## config.mk

```make
export PLATFORM = sky130hd
export DESIGN_NAME = sol_cell
export DESIGN_NICKNAME = d
export VERILOG_FILES = /design/src/rtl/sol_pkg.sv /design/src/rtl/sol_cell.sv
export SDC_FILE = /design/constraint.sdc
export NUM_CORES = 1
export LEC_CHECK = 0
export ABC_AREA = 1
export BUFFER_PORTS_ARGS = -buffer_cell sky130_fd_sc_hd__buf_2
export CORE_AREA = 2 2 170 172
export CTS_BUF_LIST = sky130_fd_sc_hd__clkbuf_4
export DETAILED_ROUTE_END_ITERATION = 6
export DIE_AREA = 0 0 172 174
export GPL_TIMING_DRIVEN = 0
export PLACE_DENSITY = 0.45
export SYNTH_ARGS = -nofsm -noshare
export SYNTH_HDL_FRONTEND = slang
export SYNTH_SLANG_ARGS = --single-unit
export TNS_END_PERCENT = 50
```

## constraint.sdc

```tcl
create_clock -name clk_i -period 2.2 [get_ports clk_i]
set_input_delay 0.11 -clock clk_i [delete_from_list [all_inputs] [get_ports clk_i]]
set_output_delay 0.11 -clock clk_i [all_outputs]
set_load 0.05 [all_outputs]
```

## src/rtl/sol_pkg.sv

```systemverilog
`default_nettype none
package sol_pkg;

  typedef enum logic [1:0] {
    MODE_PUSH   = 2'd0,
    MODE_POP    = 2'd1,
    MODE_REMOVE = 2'd2,
    MODE_FIND   = 2'd3
  } mode_e;

  typedef enum logic [1:0] {
    STATUS_OK        = 2'd0,
    STATUS_FULL      = 2'd1,
    STATUS_EMPTY     = 2'd2,
    STATUS_NOT_FOUND = 2'd3
  } status_e;

  // control broadcast to every cell of the chain
  typedef struct packed {
    logic load;    // capture the per-cell match flag
    logic push;    // open a slot at the first match and insert
    logic delete;  // close the slot at the first match
  } sol_cmd_t;

endpackage
`default_nettype wire

```

## src/rtl/sol_cell.sv

```systemverilog
`default_nettype none
module sol_cell
  import sol_pkg::*;
#(
  parameter int  NODE_BITS = 16,
  parameter int  COST_BITS = 24,
  parameter bit  FIRST     = 1'b0
) (
  input  wire logic                 clk_i,
  input  wire logic                 rst_ni,
  input  wire sol_cmd_t             cmd_i,
  input  wire mode_e                mode_i,
  input  wire logic                 order_key_i,
  input  wire logic [NODE_BITS-1:0] cmp_node_i,
  input  wire logic [COST_BITS-1:0] cmp_key_i,
  // record to insert
  input  wire logic [NODE_BITS-1:0] new_node_i,
  input  wire logic [COST_BITS-1:0] new_cost_i,
  input  wire logic [COST_BITS-1:0] new_est_i,
  // left neighbour (towards the head)
  input  wire logic                 left_valid_i,
  input  wire logic [NODE_BITS-1:0] left_node_i,
  input  wire logic [COST_BITS-1:0] left_cost_i,
  input  wire logic [COST_BITS-1:0] left_est_i,
  // right neighbour (towards the tail)
  input  wire logic                 right_valid_i,
  input  wire logic [NODE_BITS-1:0] right_node_i,
  input  wire logic [COST_BITS-1:0] right_cost_i,
  input  wire logic [COST_BITS-1:0] right_est_i,
  // running flag: some cell nearer the head matched
  input  wire logic                 ahead_i,
  output logic                      ahead_o,
  // running selection of the first matching record
  input  wire logic [NODE_BITS-1:0] sel_node_i,
  input  wire logic [COST_BITS-1:0] sel_cost_i,
  input  wire logic [COST_BITS-1:0] sel_est_i,
  output logic [NODE_BITS-1:0]      sel_node_o,
  output logic [COST_BITS-1:0]      sel_cost_o,
  output logic [COST_BITS-1:0]      sel_est_o,
  output logic                      valid_o,
  output logic [NODE_BITS-1:0]      node_o,
  output logic [COST_BITS-1:0]      cost_o,
  output logic [COST_BITS-1:0]      est_o
);

  logic                 valid_q, valid_d;
  logic                 hit_q, hit_d;
  logic [NODE_BITS-1:0] node_q, node_d;
  logic [COST_BITS-1:0] cost_q, cost_d;
  logic [COST_BITS-1:0] est_q, est_d;
  logic [COST_BITS-1:0] own_key;
  logic                 first;

  assign own_key = order_key_i ? est_q : cost_q;
  assign first   = hit_q & ~ahead_i;

  always_comb begin
    hit_d = hit_q;
    if (cmd_i.load) begin
      case (mode_i)
        MODE_PUSH:   hit_d = ~valid_q | (own_key >= cmp_key_i);
        MODE_POP:    hit_d = FIRST;
        MODE_REMOVE: hit_d = valid_q & (node_q == cmp_node_i);
        MODE_FIND:   hit_d = valid_q & (node_q == cmp_node_i);
        default:     hit_d = 1'b0;
      endcase
    end
  end

  always_comb begin
    valid_d = valid_q;
    node_d  = node_q;
    cost_d  = cost_q;
    est_d   = est_q;
    if (cmd_i.push) begin
      if (ahead_i) begin
        valid_d = left_valid_i;
        node_d  = left_node_i;
        cost_d  = left_cost_i;
        est_d   = left_est_i;
      end else if (hit_q) begin
        valid_d = 1'b1;
        node_d  = new_node_i;
        cost_d  = new_cost_i;
        est_d   = new_est_i;
      end
    end else if (cmd_i.delete) begin
      if (ahead_i | hit_q) begin
        valid_d = right_valid_i;
        node_d  = right_node_i;
        cost_d  = right_cost_i;
        est_d   = right_est_i;
      end
    end
  end

  always_ff @(posedge clk_i or negedge rst_ni) begin
    if (!rst_ni) begin
      valid_q <= 1'b0;
      hit_q   <= 1'b0;
    end else begin
      valid_q <= valid_d;
      hit_q   <= hit_d;
    end
  end

  always_ff @(posedge clk_i) begin
    node_q <= node_d;
    cost_q <= cost_d;
    est_q  <= est_d;
  end

  assign ahead_o    = ahead_i | hit_q;
  assign sel_node_o = sel_node_i | (first ? node_q : '0);
  assign sel_cost_o = sel_cost_i | (first ? cost_q : '0);
  assign sel_est_o  = sel_est_i  | (first ? est_q  : '0);
  assign valid_o    = valid_q;
  assign node_o     = node_q;
  assign cost_o     = cost_q;
  assign est_o      = est_q;

endmodule
`default_nettype wire

```

# Word-level counts from Yosys, hierarchy flattened
# Cells that the tools add are included.
totals:
  ff_bits: 66
  input_bits: 307
  output_inout_bits: 130
  elab_cells: 50
classes:
  magnitude_cmp: 1
  n_eq_ne: 5
  muxes: 25
  bitwise_logic: 9
  n_reduce_logical: 5
ops:
  columns: ["operator", "n"]
  rows:
  - ["24-bit two-way mux", 13]
  - ["16-bit two-way mux", 6]
  - ["24-bit bitwise OR", 2]
  - ["24-bit greater-or-equal comparator", 1]
  - ["16-bit == test", 1]
  - ["16-bit bitwise OR", 1]
  - ["1-bit two-way mux", 5]
  - ["2-bit == test, second input constant", 2]
  - ["2-bit nonzero test", 2]
  - ["3-bit by 1-bit inequality test with 1-bit output, second input constant", 1]
  - ["1-bit one-hot mux with 3 select lines", 1]
  - ["3-bit AND reduction", 1]
  - ["1-bit AND", 2]
  - ["2-bit by 1-bit == test with 1-bit output, second input constant", 1]
  - ["2-bit logical NOT", 1]
  - ["1-bit inverter", 2]
  - ["1-bit bitwise OR", 2]
  - ["2-bit OR reduction", 1]

# Logic depth before layout (Yosys ltp)
# Gate-level depths: netlist of run 1.
logic_depth:
  ltp_word: 4
  depth_mapped: 15
  depth_no_buf: 15

# Least setup slack after synthesis of run 1
# Ideal clock, no wire load.
synth_path:
  path_type: "register -> register"
  startpoint: "register hit_q"
  endpoint: "register cost_q[0], in the netlist cost_o[0], enable pin"
  setup_time_ns: 0.418
  arrival_ns: 2.178
  path_slack_ns: -0.396
  path_stages_with_launch: 4
  path_buffers: 0
  period_less_slack_ns: 2.596
  cell_sequence: "dfrtp_1 or2_1 o21ai_2 inv_1"
synth_between:
  elab_chain_cells: 3
synth_rtl:
  columns: ["item", "line", "source"]
  rows:
  - ["start: declaration", "sol_cell.sv:47", "logic hit_q, hit_d;"]
  - ["start signal: assignment", "sol_cell.sv:103", "hit_q <= hit_d;"]
  - ["1-bit bitwise OR", null, null]
  - ["via ahead_o", "sol_cell.sv:32", "output logic ahead_o,"]
  - ["2-bit nonzero test (no line)", null, null]
  - ["3-bit AND reduction (no line)", null, null]
  - ["end signal: assignment", "sol_cell.sv:109", "cost_q <= cost_d;"]
  - ["end: declaration", "sol_cell.sv:49", "logic [COST_BITS-1:0] cost_q, cost_d;"]
# The timed path passes the listed nets, and every way through them passes these cells.
# A chain may end at the register's enable or synchronous reset.

# Final worst setup path of run 1
layout_path:
  startpoint: "register hit_q"
  endpoint: "output sel_est_o[21]"
layout_between:
  elab_chain_cells: 3
layout_rtl:
  columns: ["item", "line", "source"]
  rows:
  - ["1-bit AND", "sol_cell.sv:55", "assign first = hit_q & ~ahead_i;"]
  - ["24-bit two-way mux", "sol_cell.sv:116", "assign sel_est_o = sel_est_i | (first ? est_q : '0);"]
  - ["24-bit bitwise OR", "sol_cell.sv:116", null]
  - ["end: declaration", "sol_cell.sv:39", "output logic [COST_BITS-1:0] sel_est_o,"]
# No other way between the ends.

==> results of run 1 <==
-- metal layers --
| layer | vias to the layer above | GRT usage (%) | part of all wire [%] |
|---|---|---|---|
| met5 | - | 0 | 0 |
| met4 | 0 | 3.85 | 1.2 |
| met3 | 17 | 3.19 | 5.2 |
| met2 | 257 | 32.7 | 49 |
| met1 | 3301 | 24.1 | 44 |
| li1 | 3497 | - | - |
-- registers in the layout, indices dropped and copies added (netlist names) --
name	flops
cost_o	24
est_o	24
node_o	16
hit_q	1
valid_o	1
-- area by class of cell --
cell class / instances / area share (%)
Timing Repair Buffer: 552 / 36.4
Multi-Input combinational cell: 516 / 29.1
Sequential cell: 66 / 21.4
Tap cell: 384 / 5.21
Inverter: 85 / 3.50
Buffer: 41 / 2.92
Clock buffer: 10 / 0.814
Clock inverter: 5 / 0.502
Timing Repair inverter: 1 / 0.0814
Antenna cell: 2 / 0.0543
-- worst max-delay path, stage by stage, from the launching register on --
cell                      delay (ps)
sky130_fd_sc_hd__dfrtp_1         400
sky130_fd_sc_hd__buf_4           280
sky130_fd_sc_hd__buf_2           330
sky130_fd_sc_hd__a31o_1          200
sky130_fd_sc_hd__buf_2           260
-- cell families after synthesis --
family	after synthesis
buf+inv	126
compound gates	231
flops	66
xor+xnor	2
fa+ha+maj	24
simple gates	259
-- cells in the mapped netlist --
master                       n
sky130_fd_sc_hd__buf_2       9
sky130_fd_sc_hd__a21oi_1     7
sky130_fd_sc_hd__or2_1       1
sky130_fd_sc_hd__inv_1      83
sky130_fd_sc_hd__clkbuf_1   14
sky130_fd_sc_hd__o21a_1      1
sky130_fd_sc_hd__clkbuf_2    3
sky130_fd_sc_hd__buf_6      11
sky130_fd_sc_hd__ha_1       24
sky130_fd_sc_hd__nand2_2     1
sky130_fd_sc_hd__nand3_1     6
sky130_fd_sc_hd__nand2_1   160
sky130_fd_sc_hd__o21ai_1    64
sky130_fd_sc_hd__o21ai_0    92
sky130_fd_sc_hd__inv_2       2
sky130_fd_sc_hd__nor2_1     87
sky130_fd_sc_hd__a31o_1     27
sky130_fd_sc_hd__edfxtp_1   64
sky130_fd_sc_hd__dfrtp_1     2
sky130_fd_sc_hd__o21bai_1   37
sky130_fd_sc_hd__xnor2_1     1
sky130_fd_sc_hd__a21o_1      1
sky130_fd_sc_hd__buf_4       4
sky130_fd_sc_hd__xor2_1      1
sky130_fd_sc_hd__nand4_1     2
sky130_fd_sc_hd__or2_2       2
sky130_fd_sc_hd__o21ai_2     1
sky130_fd_sc_hd__o22ai_1     1
-- power groups by stage --
stage	Sequential [uW]	Combinational, uW	Clock [uW]
2_1_floorplan	2080	922	0
3_3_place_gp	1700	2100	0
3_5_place_dp	1700	2110	0
4_1_cts	1670	2320	911
5_1_grt	1680	2510	944
6_report	1660	2320	855
-- worst min-delay path by stage --
| stage | start | end | cells after the start |
|---|---|---|---|
| finish | left_cost_i[19] | cost_o[19] | 3 |
| global route | left_cost_i[6] | cost_o[6] | 3 |
| global placement | rst_ni | valid_o | 1 |
| floorplan | rst_ni | hit_q | 0 |
| CTS | new_node_i[3] | node_o[3] | 3 |
| detailed placement | rst_ni | valid_o | 1 |
-- stage by stage --
stage	setup TNS [ps]	worst slack [ps]	total power, uW
global route	0	24.4	5130
CTS	-1.67	-0.617	4910
floorplan	0	40.9	3010
finish	0	162	4840
global placement	-39510	-624	3800
detailed placement	0	6.07	3810
-- repair_timing --
item / in CTS / in global routing
resized for setup: 2 / 3
gates cloned: 0 / 1
endpoints found under the hold margin: 64 / 0
endpoints found under the setup margin: 39 / 38
buffers inserted: 0 / 3
hold buffers: 114 / 0
==> results.md, run 1 <==
Synthesis:
- Of the synthesized area, sequential elements account for 37.7%.
- Dividing the synthesized area by the synthesized cell count gives 7.39 um2.
- The share of the synthesized area in the top cell type is 36.7%.
- The post-synthesis cell area is about 0.0052 mm2.
- The synthesized netlist devotes 26.0% of its cell area to compound gates.
- The dominant combinational cell family by area after synthesis is compound AO/OA/AOI/OAI gates.
- The dominant cell type by area after synthesis is sky130_fd_sc_hd__edfxtp_1.
- Ranked by total cell area, the synthesized netlist is headed by sky130_fd_sc_hd__edfxtp_1 (37%), sky130_fd_sc_hd__nand2_1 (11%), sky130_fd_sc_hd__o21ai_0 (8.8%).
- The synthesized-area fraction occupied by adder cells is 5.74%.
- The register bit total from synthesis is 66.
- The number of nets handed over by synthesis was ~1,000.
- Multiplexer cells account for 0% of the synthesized area.
- The xor/xnor share of the synthesized area is 0.335%.
- Summing the areas of all and, or, nand and nor instances in the mapped netlist gives 19.0% of the synthesized area.
- The netlist uses 28 different library cells.
- Yosys printed 0 warnings.
- Synthesis produced a netlist whose cell count is 708.

Timing:
- For the pin with the worst max-slew slack, the measured transition is between 600 and 700 ps.
- Setup violations remaining at the end of the flow were counted as 0.
- Hold is met by 55.8 ps.
- Timing would allow up to 491 MHz.
- The number of pins with negative max-slew slack in the final report is 0.
- Setup repair after global routing left no endpoint under its margin.
- The hold violation count in the final report was 0.
- The headroom to the max-slew limit is about three fifths.
- The setup skew after layout is 34.0 ps.
- The share of the clock period used by the worst path after layout is just over 90%.
- The minimum clock period after layout is between 2000 and 2500 ps.

Power and ir drop:
- The standby leakage power is 0.00466 uW.
- Dividing total power by cell area gives a power density of 525 mW/mm2.
- The power share of the sequential group is 34.3%.
- The clock share of power is 17.7%.
- The switching part of the total is 44.5%.
- The combinational power share is 48.0%.
- The internal power component is 2690 uW.
- The net switching power is 2160 uW.
- Across the VDD grid, the largest voltage drop is 0.000174 V.

Critical path:
- The most critical setup path has its endpoint at sel_est_o[21].
- The required time of the worst setup path is 2090 ps.
- Data arrives at the worst endpoint at 1930 ps.
- In this run the worst setup path begins at hit_q.
- In this run the critical register-to-register path is launched from est_o[23].
- For the worst flop-to-flop path, the logic depth is 11.
- The worst flop-to-flop path endpoint is hit_q.
- The worst setup path is of the flop to output port kind.
- Of all nets on the critical path, the largest fanout is 10.
- In this run the register-to-register setup slack is roughly 240 ps.
- The worst setup path is captured at an output port.
- The startpoint type of the worst setup path is a flop.

Floorplanning:
- The vertical die dimension is 174 um.
- The number of rows created at floorplan is 62.
- The initial core utilization is 18.5%.
- The number of top-level pins is 437.
- The die boundary width is 172 um.
- The floorplan step defined a die boundary enclosing between 0.02 and 0.03 mm2.
- The core box area is 0.0282 mm2.

Global route:
- After global routing the overflow that remains totals 0.
- The number of global-route vias before repair is 6,765.
- The largest net degree at the start of global routing is 38.
- The first global-routing pass estimated around 41,000 um of wire.
- The number of antenna violations at the first check in global routing is 2.
- Global routing used around a fifth of the available tracks.

Clock tree:
- The number of clock sinks is between 60 and 70.
- The number of buffers on the longest clock path is 2.
- The clock transition at the registers of the reported paths is 140 ps.
- The clock tree root driver cell is sky130_fd_sc_hd__clkbuf_4.
- The CTS H-tree depth is 3.
- The clock buffer count from CTS is 9.
- The CTS tree is built.
- The later pin in the worst-skew pair is clocked with a latency of 450 ps.

Final layout:
- In the final layout, the share of cells above drive strength 1 is a little under two fifths.
- The number of fill cells is 3,188.
- The area of the multi-input gates is roughly 0.0027 mm2.
- After the flow finishes, the layout carries non-filler instances totaling 1,662.
- The utilization after layout is 32.7%.
- The finished layout cell area is 0.00922 mm2.
- The leading cell type in the layout, fill and taps excluded is sky130_fd_sc_hd__buf_2.
- The area overhead of the layout relative to synthesis is 76.3%.
- In the final layout, flip-flops and latches occupy 0.00197 mm2.
- In the layout the commonest cells are sky130_fd_sc_hd__buf_2 (442), sky130_fd_sc_hd__nand2_1 (160), sky130_fd_sc_hd__dlygate4sd3_1 (114).
- The total number of nets in the final design is approximately 1,600.

Route:
- Dividing the detail-routed wire length by the instance count gives between 15 and 20 um.
- The number of DRC markers in iteration 0 is 341.
- The overall routed net length is 29,600 um.
- The routed layout has ~7,100 vias.
- The detailed-routing iteration count for the pre-antenna-repair pass is 6.
- The number of vias per cell is 4.26.
- Once detail routing completed, the nets flagged for antenna violations numbered 0.
- For this run, design rule violations remaining after detail routing come to 0.

Placement:
- During placement, the flow inserted port buffers numbering 434.
- The number of placed instances with taps included is roughly 1,500.
- After detailed placement, the total cell area comes to 0.00791 mm2.
- The final weighted congestion in routability-driven placement is between 0.8 and 0.9.
- The final HPWL from detailed placement is 23,600 um.

Worst hold path:
- The path category of the worst min-delay check is input pin to flop.

Run status:
- The run finished with clean final reports.

Job:
- The reported max-cap violation count is 0.
(Power assumes the default switching activity.)
==> run 2: changes to the inputs <==
==> constraint.sdc (replaced) <==
create_clock -name clk_i -period 2.2 [get_ports clk_i]
set_input_delay 0 -clock clk_i [delete_from_list [all_inputs] [get_ports clk_i]]
set_output_delay 0 -clock clk_i [all_outputs]
set_load 0.05 [all_outputs]
==> run 2 against run 1 <==
Compared with the run above: sequential share of layout area fell by 0.43 points; worst hold slack got worse by 8.2 ps; final area up 2.0%; final cell count up 1.1%; clock skew about the same; combinational power rose by 2%; clock power up 1%; setup slack lost 41 ps; global-route usage increased by 0.081 points; wire length up 0.19%; critical path type unchanged; critical endpoint unchanged; largest power group unchanged.
==> results.md, run 2 (same netlist as run 1, synthesis figures left out) <==
Global route:
- The number of global-route vias before repair came to 6,896 (+1.9%).
- The number of antenna violations at the first check in global routing came to 2 (unchanged).
- The leftover overflow at the end of global routing is 0 (unchanged).
- The all-layer global routing usage is 18.8% (+0.081 points).
- The largest net degree at the start of global routing is 38 (unchanged).
- The wire length of the first global-routing pass is 41,100 um (+0.73%).

Final layout:
- The ratio of cells with drive above 1 in the final layout is 37.7% (-0.56 points).
- The utilization after layout came to 33.3% (+0.66 points).
- The library cell used most frequently in the layout, excluding fill and tap cells, is sky130_fd_sc_hd__buf_2.
- The finished layout cell area was 0.00941 mm2 (+2.0%).
- In the layout the commonest cells are sky130_fd_sc_hd__buf_2 (443), sky130_fd_sc_hd__nand2_1 (160), sky130_fd_sc_hd__dlygate4sd3_1 (133).
- The area overhead of the layout relative to synthesis is 79.9%.
- The total number of nets in the final design was 1,622 (+1.2%).

Timing:
- The transition time of the tightest slew-check pin came to 612 ps (-12.2 ps).
- The achievable clock frequency is 481 MHz (-2.0%).
- The worst setup margin is 121 ps (-40.8 ps).
- Setup repair after global routing left no endpoint under its margin.
- The setup skew after layout is 34.0 ps (+0.0140 ps).
- The hold violation count in the final report was 0 (unchanged).
- The share of the clock period used by the worst path after layout is 94.5% (+1.9 points).
- The number of pins with negative max-slew slack in the final report is 0 (unchanged).
- The setup total negative slack is 0 ps (unchanged).
- The headroom to the max-slew limit is 59.2% (+0.81 points).
- The number of endpoints failing setup at the final stage is 0 (unchanged).
- The minimum clock period after layout came to 2080 ps (+40.8 ps).

Clock tree:
- The number of buffers on the longest clock path is 2 (unchanged).
- The CTS tree is built.
- The clock tree root driver cell is sky130_fd_sc_hd__clkbuf_4.
- The clock buffer count from CTS is 9 (unchanged).
- The clock transition at the registers of the reported paths is 150 ps (about the same).
- The number of clock sinks is 66 (unchanged).
- The CTS H-tree depth is 3 (unchanged).
- The insertion delay to the later sink of the worst-skew pair is 450 ps (about the same).

Critical path:
- The maximum single-stage delay on the critical path is 400 ps (about the same).
- In this run the worst setup path terminates at sel_est_o[21].
- The required time of the worst setup path is 2200 ps (+110 ps).
- The setup path with the least slack is of type flop to output port.
- In this run the critical register-to-register path is captured at hit_q.
- The worst setup path is launched from a flop.
- The critical path arrival is 2080 ps (+150 ps).
- The most critical setup path has its startpoint at hit_q.
- The dominant cell type by count on the critical path is sky130_fd_sc_hd__buf_2.
- The number of cells on the worst reg-to-reg path was 11 (unchanged).
- The critical path depth in cells is 4 (unchanged).
- In this run the critical register-to-register path is launched from est_o[23].
- The cell type group with the largest total delay on the critical path is buffers and inverters.
- The slowest stage of the critical path is the sky130_fd_sc_hd__dfrtp_1 cell.
- The largest driver fanout on the critical path came to 10 (unchanged).
- The count of buffering cells on the critical path with inverters included was 3 (unchanged).
- The register-to-register path setup slack is 240 ps (about the same).
- Walking the worst path, the cells encountered are buf_2 > buf_2 > a31o_1 > buf_2.
- The kind of capture point of the worst setup path is an output port.

Run status:
- The flow ran to the end, and the final reports show no timing, DRC or antenna violations.

Floorplanning:
- The number of rows created at floorplan was 62 (unchanged).
- The core box area is 0.0282 mm2 (unchanged).
- The vertical die dimension is 174 um (unchanged).
- The floorplan die area is 0.0299 mm2 (unchanged).
- The number of top-level pins is 437 (unchanged).
- The initial core utilization is 18.5% (unchanged).
- The die boundary width was 172 um (unchanged).

Route:
- The detailed-routing iteration count for the pre-antenna-repair pass is 5 (-1).
- The detailed-route wire length per cell is 17.6 um (-0.95%).
- The number of nets still failing antenna checks after routing is 0 (unchanged).
- The number of vias per cell is 4.26 (+0.18%).
- The number of remaining DRC errors was 0 (unchanged).
- The number of DRC markers in iteration 0 came to 332 (-2.6%).
- The total via count in the routed design is 7,166 (+1.3%).
- The overall routed net length is 29,700 um (+0.19%).

Power and ir drop:
- The peak supply drop was 0.000174 V (+0.19%).
- The standby leakage power is 0.00474 uW (+1.8%).
- The power per unit of standard cell area was 519 mW/mm2 (-1.1%).

Job:
- The reported max-cap violation count came to 0 (unchanged).

Placement:
- The final HPWL from detailed placement was 23,600 um (unchanged).
- The setup slack at placement is 21.7 ps (+15.6 ps).
- The count of buffers from port buffering came to 434 (unchanged).
- The final weighted congestion in routability-driven placement is 0.818 (unchanged).
- The area of placed instances was 0.00791 mm2 (unchanged).

Worst hold path:
- The path class of the tightest hold or removal check is input pin to flop.
==> run 2: stage by stage <==
stage                     hold WS, ps  instances  total power (uW)
final                            47.6       1681              4890
after global routing             20.4       1681              5170
after CTS                        8.87       1675              4940
after detailed placement         -212       1527              3810
after global placement           -211       1526              3800
after floorplan                  -296        708              3010
==> run 2: worst min path at each step <==
| stage | start | end | slack (ps) | depth (start not counted) |
|---|---|---|---|---|
| final | left_est_i[19] | est_o[19] | 50 | 3 |
| after global routing | left_cost_i[22] | cost_o[22] | 20 | 3 |
| after CTS | left_est_i[19] | est_o[19] | 9 | 3 |
| after detailed placement | rst_ni | valid_o | -210 | 1 |
| after global placement | rst_ni | valid_o | -210 | 1 |
| after floorplan | rst_ni | hit_q | -300 | 0 |
==> run 2: cell type report <==
type	instances	area (um2)
buffer	41	267
timing repair inverter	1	7.51
inverter	85	323
sequential	66	1970
timing repair buffer	571	3550
clock inverter	5	46.3
antenna	2	5.00
fill	3178	18800
multi-input combinational	516	2690
tap	384	480
clock buffer	10	75.1
==> run 2: power breakdown <==
group          switching, uW  leakage [uW]  internal, uW
combinational           1530       0.00401           830
clock                    522     0.0000688           342
sequential               114      0.000659          1550
==> run 2: worst min-delay path, stage by stage <==
cell and delay, ps:
sky130_fd_sc_hd__buf_2 90, sky130_fd_sc_hd__nor2_1 90, sky130_fd_sc_hd__o21ai_1 140
==> run 2: routing by layer <==
metal  part of all wire, %  routed length [um]  track usage, %
met5                     0                   0               0
met4                   1.1                 335            3.64
met3                   5.4                1590            3.14
met2                    50               14700            33.2
met1                    44               13000            24.1
==> run 2: timing repair <==
action,4_1_cts,5_1_grt
setup endpoints to repair,29,38
hold endpoints to repair,68,0
cloned,0,1
gates resized for setup,1,3
hold buffers,133,0
buffers inserted,0,3
==> run 3: changes to the inputs <==
--- a/config.mk
+++ b/config.mk
@@ -5,14 +5,13 @@
 export SDC_FILE = /design/constraint.sdc
 export NUM_CORES = 1
 export LEC_CHECK = 0
-export ABC_AREA = 1
 export BUFFER_PORTS_ARGS = -buffer_cell sky130_fd_sc_hd__buf_2
-export CORE_AREA = 2 2 170 172
+export CORE_AREA = 2 2 172 174
 export CTS_BUF_LIST = sky130_fd_sc_hd__clkbuf_4
 export DETAILED_ROUTE_END_ITERATION = 6
-export DIE_AREA = 0 0 172 174
+export DIE_AREA = 0 0 174 176
 export GPL_TIMING_DRIVEN = 0
-export PLACE_DENSITY = 0.45
+export PLACE_DENSITY = 0.43
 export SYNTH_ARGS = -nofsm -noshare
 export SYNTH_HDL_FRONTEND = slang
 export SYNTH_SLANG_ARGS = --single-unit
==> run 3 against run 2 <==
Compared with the run above: setup slack got worse by 140 ps; fmax fell by 6.5%; first-iteration DRC count down 27%; area after synthesis down 6.8%; largest cell class unchanged; final cell count decreased by 12%; the flow now finishes with violations (negative setup slack).
==> results.md, run 3 <==
Floorplanning:
- The initial core utilization is 17.1% (-1.4 points).
- The number of rows created at floorplan came to 62 (unchanged).
- The core box area is 0.0285 mm2 (+1.1%).
- The floorplan die area is 0.0306 mm2 (+2.3%).
- The die boundary width was 174 um (+1.2%).
- The vertical die dimension was 176 um (+1.1%).
- The number of top-level pins is 437 (unchanged).

Critical path:
- The critical path goes through mux2_2 > ha_1 > nand2_1 > or3_1 > o221ai_2 > a211o_1 > a21oi_2 > o21ai_1.
- The count of buffering cells on the critical path with inverters included is 0 (-3).
- The largest driver fanout on the critical path came to 3 (-7).
- The maximum single-stage delay on the critical path came to 470 ps (+70 ps).
- By startpoint and endpoint, the worst setup path is classified as flop to flop.
- The worst register-to-register path ends at hit_q.
- Among all stages on the critical path, the largest delay is contributed by sky130_fd_sc_hd__edfxtp_1.
- The startpoint type of the worst setup path is a flop.
- The cell type group with the largest total delay on the critical path is compound AO/OA/AOI/OAI gates.
- The start of the worst register-to-register path is est_o[5].
- The kind of capture point of the worst setup path is a flop.
- The register-to-register path setup slack is -20 ps (-260 ps).
- The number of cells on the worst reg-to-reg path was 8 (-3).
- The required time of the worst setup path is 2600 ps (+400 ps).
- The critical path arrival is 2620 ps (+540 ps).

Global route:
- The largest net degree at the start of global routing came to 37 (-2.6%).
- The leftover overflow at the end of global routing is 0 (unchanged).
- The all-layer global routing usage was 16.7% (-2.2 points).
- The number of global-route vias before repair is 6,230 (-9.7%).
- The wire length of the first global-routing pass is 37,700 um (-8.3%).
- The number of antenna violations at the first check in global routing was 2 (unchanged).

Timing:
- The final hold slack was 46.0 ps (-1.59 ps).
- The hold violation count in the final report was 0 (unchanged).
- The share of the clock period used by the worst path after layout came to 101% (+6.5 points).
- The setup skew after layout is 23.4 ps (-10.6 ps).
- The setup total negative slack is -22.3 ps (-22.3 ps).
- The minimum clock period after layout is 2220 ps (+144 ps).
- The number of endpoints failing setup at the final stage is 1 (+1).
- The transition time of the tightest slew-check pin was 801 ps (+189 ps).
- The worst setup margin was -22.3 ps (-144 ps).
- The achievable clock frequency was 450 MHz (-6.5%).
- Setup repair after global routing could not meet its margin everywhere.
- The headroom to the max-slew limit is 46.6% (-13 points).
- The number of pins with negative max-slew slack in the final report came to 0 (unchanged).

Clock tree:
- The clock tree root driver cell is sky130_fd_sc_hd__clkbuf_4.
- The insertion delay to the later sink of the worst-skew pair was 450 ps (about the same).
- The CTS H-tree depth is 3 (unchanged).
- The clock buffer count from CTS is 9 (unchanged).
- The number of buffers on the longest clock path is 2 (unchanged).
- The clock transition at the registers of the reported paths is 140 ps (about the same).
- The CTS tree is built.
- The number of clock sinks is 66 (unchanged).

Power and ir drop:
- The power per unit of standard cell area was 514 mW/mm2 (-1.1%).
- The overall power consumption came to 4720 uW (-3.4%).
- The peak supply drop is 0.000200 V (+15%).
- The standby leakage power is 0.00467 uW (-1.5%).

Route:
- The number of remaining DRC errors is 0 (unchanged).
- The number of nets still failing antenna checks after routing is 0 (unchanged).
- The number of DRC markers in iteration 0 is 243 (-27%).
- The overall routed net length is 26,900 um (-9.4%).
- The detailed-routing iteration count for the pre-antenna-repair pass was 4 (-1).
- The total via count in the routed design came to 6,122 (-15%).
- The detailed-route wire length per cell is 18.2 um (+3.4%).
- The number of vias per cell is 4.16 (-2.5%).

Final layout:
- The leading cell type in the layout, fill and taps excluded is sky130_fd_sc_hd__buf_2.
- The total number of nets in the final design is 1,412 (-13%).
- The utilization after layout came to 32.2% (-1.2 points).
- The ratio of cells with drive above 1 in the final layout is 46.2% (+8.5 points).
- The area overhead of the layout relative to synthesis is 88.3%.
- Leaving out fill and tap cells, the most frequent cells in the layout are sky130_fd_sc_hd__buf_2 (444), sky130_fd_sc_hd__dlygate4sd3_1 (138), sky130_fd_sc_hd__a21oi_1 (72).
- The number of fill cells came to 3,138 (-1.3%).

Worst hold path:
- The startpoint of the worst hold path is cmp_node_i[10].
- The path with the worst hold slack has its endpoint at hit_q.
- The depth of the worst hold-timing path came to 6 (+3).
- In this run the worst hold path is classified as input pin to flop.

Run status:
- The checks that failed: negative setup slack.
- The flow ran to the end, but the final reports show violations.

Synthesis:
- In the post-synthesis netlist, the biggest area contributors are sky130_fd_sc_hd__edfxtp_1 (39%), sky130_fd_sc_hd__mux2i_1 (14%), sky130_fd_sc_hd__a21o_1 (10%).
- The net count after synthesis is 824 (-21%).
- The proportion of synthesized chip area in sequential cells is 40.4% (+2.7 points).
- The cell count after synthesis is 493 (-30%).
- The register bit total from synthesis is 66 (unchanged).
- The number of synthesized flops with an enable pin came to 64 (unchanged).
- The dominant cell type by area after synthesis is sky130_fd_sc_hd__edfxtp_1.
- The predominant post-synthesis flop cell is sky130_fd_sc_hd__edfxtp_1.
- The most common cell in the synthesized netlist is sky130_fd_sc_hd__a21oi_1.
- The fraction of registers with async set or reset after synthesis is 3.03% (unchanged).
- The share of the synthesized area in the top cell type was 39.4% (+2.7 points).
- The count of cell types in the netlist was 29 (+3.6%).
- The number of synthesis warnings is 0 (unchanged).
- The mean instance size in the synthesized netlist is 9.89 um2 (+34%).
- By count the netlist is led by sky130_fd_sc_hd__a21oi_1 (73), sky130_fd_sc_hd__nor2_1 (68), sky130_fd_sc_hd__a21o_1 (67).
- The post-synthesis cell area is 0.00488 mm2 (-6.8%).

Placement:
- The final HPWL from detailed placement came to 21,100 um (-11%).
- The final weighted congestion in routability-driven placement was 0.809 (-1.1%).
- The count of buffers from port buffering came to 434 (unchanged).
- The setup slack at placement is -642 ps (-664 ps).

Job:
- The reported max-cap violation count was 0 (unchanged).
==> run 3: metrics by stage <==
stage	instance area, um2	instances
after floorplan	4900	493
after global placement	7550	1311
after detailed placement	7570	1312
after CTS	9160	1468
after global routing	9180	1473
final	9180	1473
==> run 3: repair_timing <==
| action | in CTS | in global routing |
|---|---|---|
| setup endpoints to repair | 101 | 61 |
| endpoints found under the hold margin | 68 | 1 |
| pin swaps | 5 | 3 |
| hold buffers | 137 | 1 |
| resized for setup | 16 | 5 |
| setup buffers | 3 | 0 |
| cloned | 0 | 1 |
==> run 3: metal layers <==
layer	track usage, %	share of wire [%]	vias to the layer above
li1	-	-	2973
met1	21.7	44	2890
met2	28.8	50	241
met3	2.67	5.3	18
met4	4.13	1.3	0
met5	0	0	-
==> run 3: cells by family (layout without fill, tap and decap cells) <==
| group | count (synthesis) | count (layout) | share of synthesized area [%] |
|---|---|---|---|
| flops | 66 | 66 | 40.4 |
| fa+ha+maj | 24 | 24 | 6.16 |
| xor+xnor | 16 | 16 | 2.87 |
| compound gates | 151 | 151 | 19.3 |
| mux | 89 | 89 | 18.9 |
| buf+inv | 57 | 650 | 4.64 |
| other cells | 0 | 3 | 0 |
| simple gates | 90 | 90 | 7.72 |
==> run 3: worst max path at each step <==
stage                            from          to  cells after the start
after global routing        cost_o[2]       hit_q                      8
after CTS                   cost_o[2]       hit_q                      8
after detailed placement  order_key_i       hit_q                     10
after floorplan             cost_o[2]       hit_q                      8
final                        est_o[5]       hit_q                      8
after global placement          hit_q  cost_o[17]                      3
==> run 3: worst min-delay path: stages <==
cell                      delay, ps
sky130_fd_sc_hd__buf_2           80
sky130_fd_sc_hd__xnor2_1         60
sky130_fd_sc_hd__nand4_1         90
sky130_fd_sc_hd__nor4_1          60
sky130_fd_sc_hd__mux2i_1        120
sky130_fd_sc_hd__o21ai_1         70
==> run 3: where the power goes <==
group / internal [uW] / switching, uW / total, uW
registers: 1530 / 131 / 1670
clock network: 368 / 529 / 897
logic: 848 / 1310 / 2150
==> run 3: layout make-up <==
cell class	count	area, um2	share of cell area [%]
timing repair buffer	576	3600	39.2
multi-input combinational	370	2720	29.7
sequential	66	1970	21.5
tap	384	480	5.23
buffer	32	163	1.77
inverter	25	97.6	1.06
clock buffer	11	82.6	0.899
clock inverter	5	55.1	0.600
antenna	3	7.51	0.0818
timing repair inverter	1	5.00	0.0545
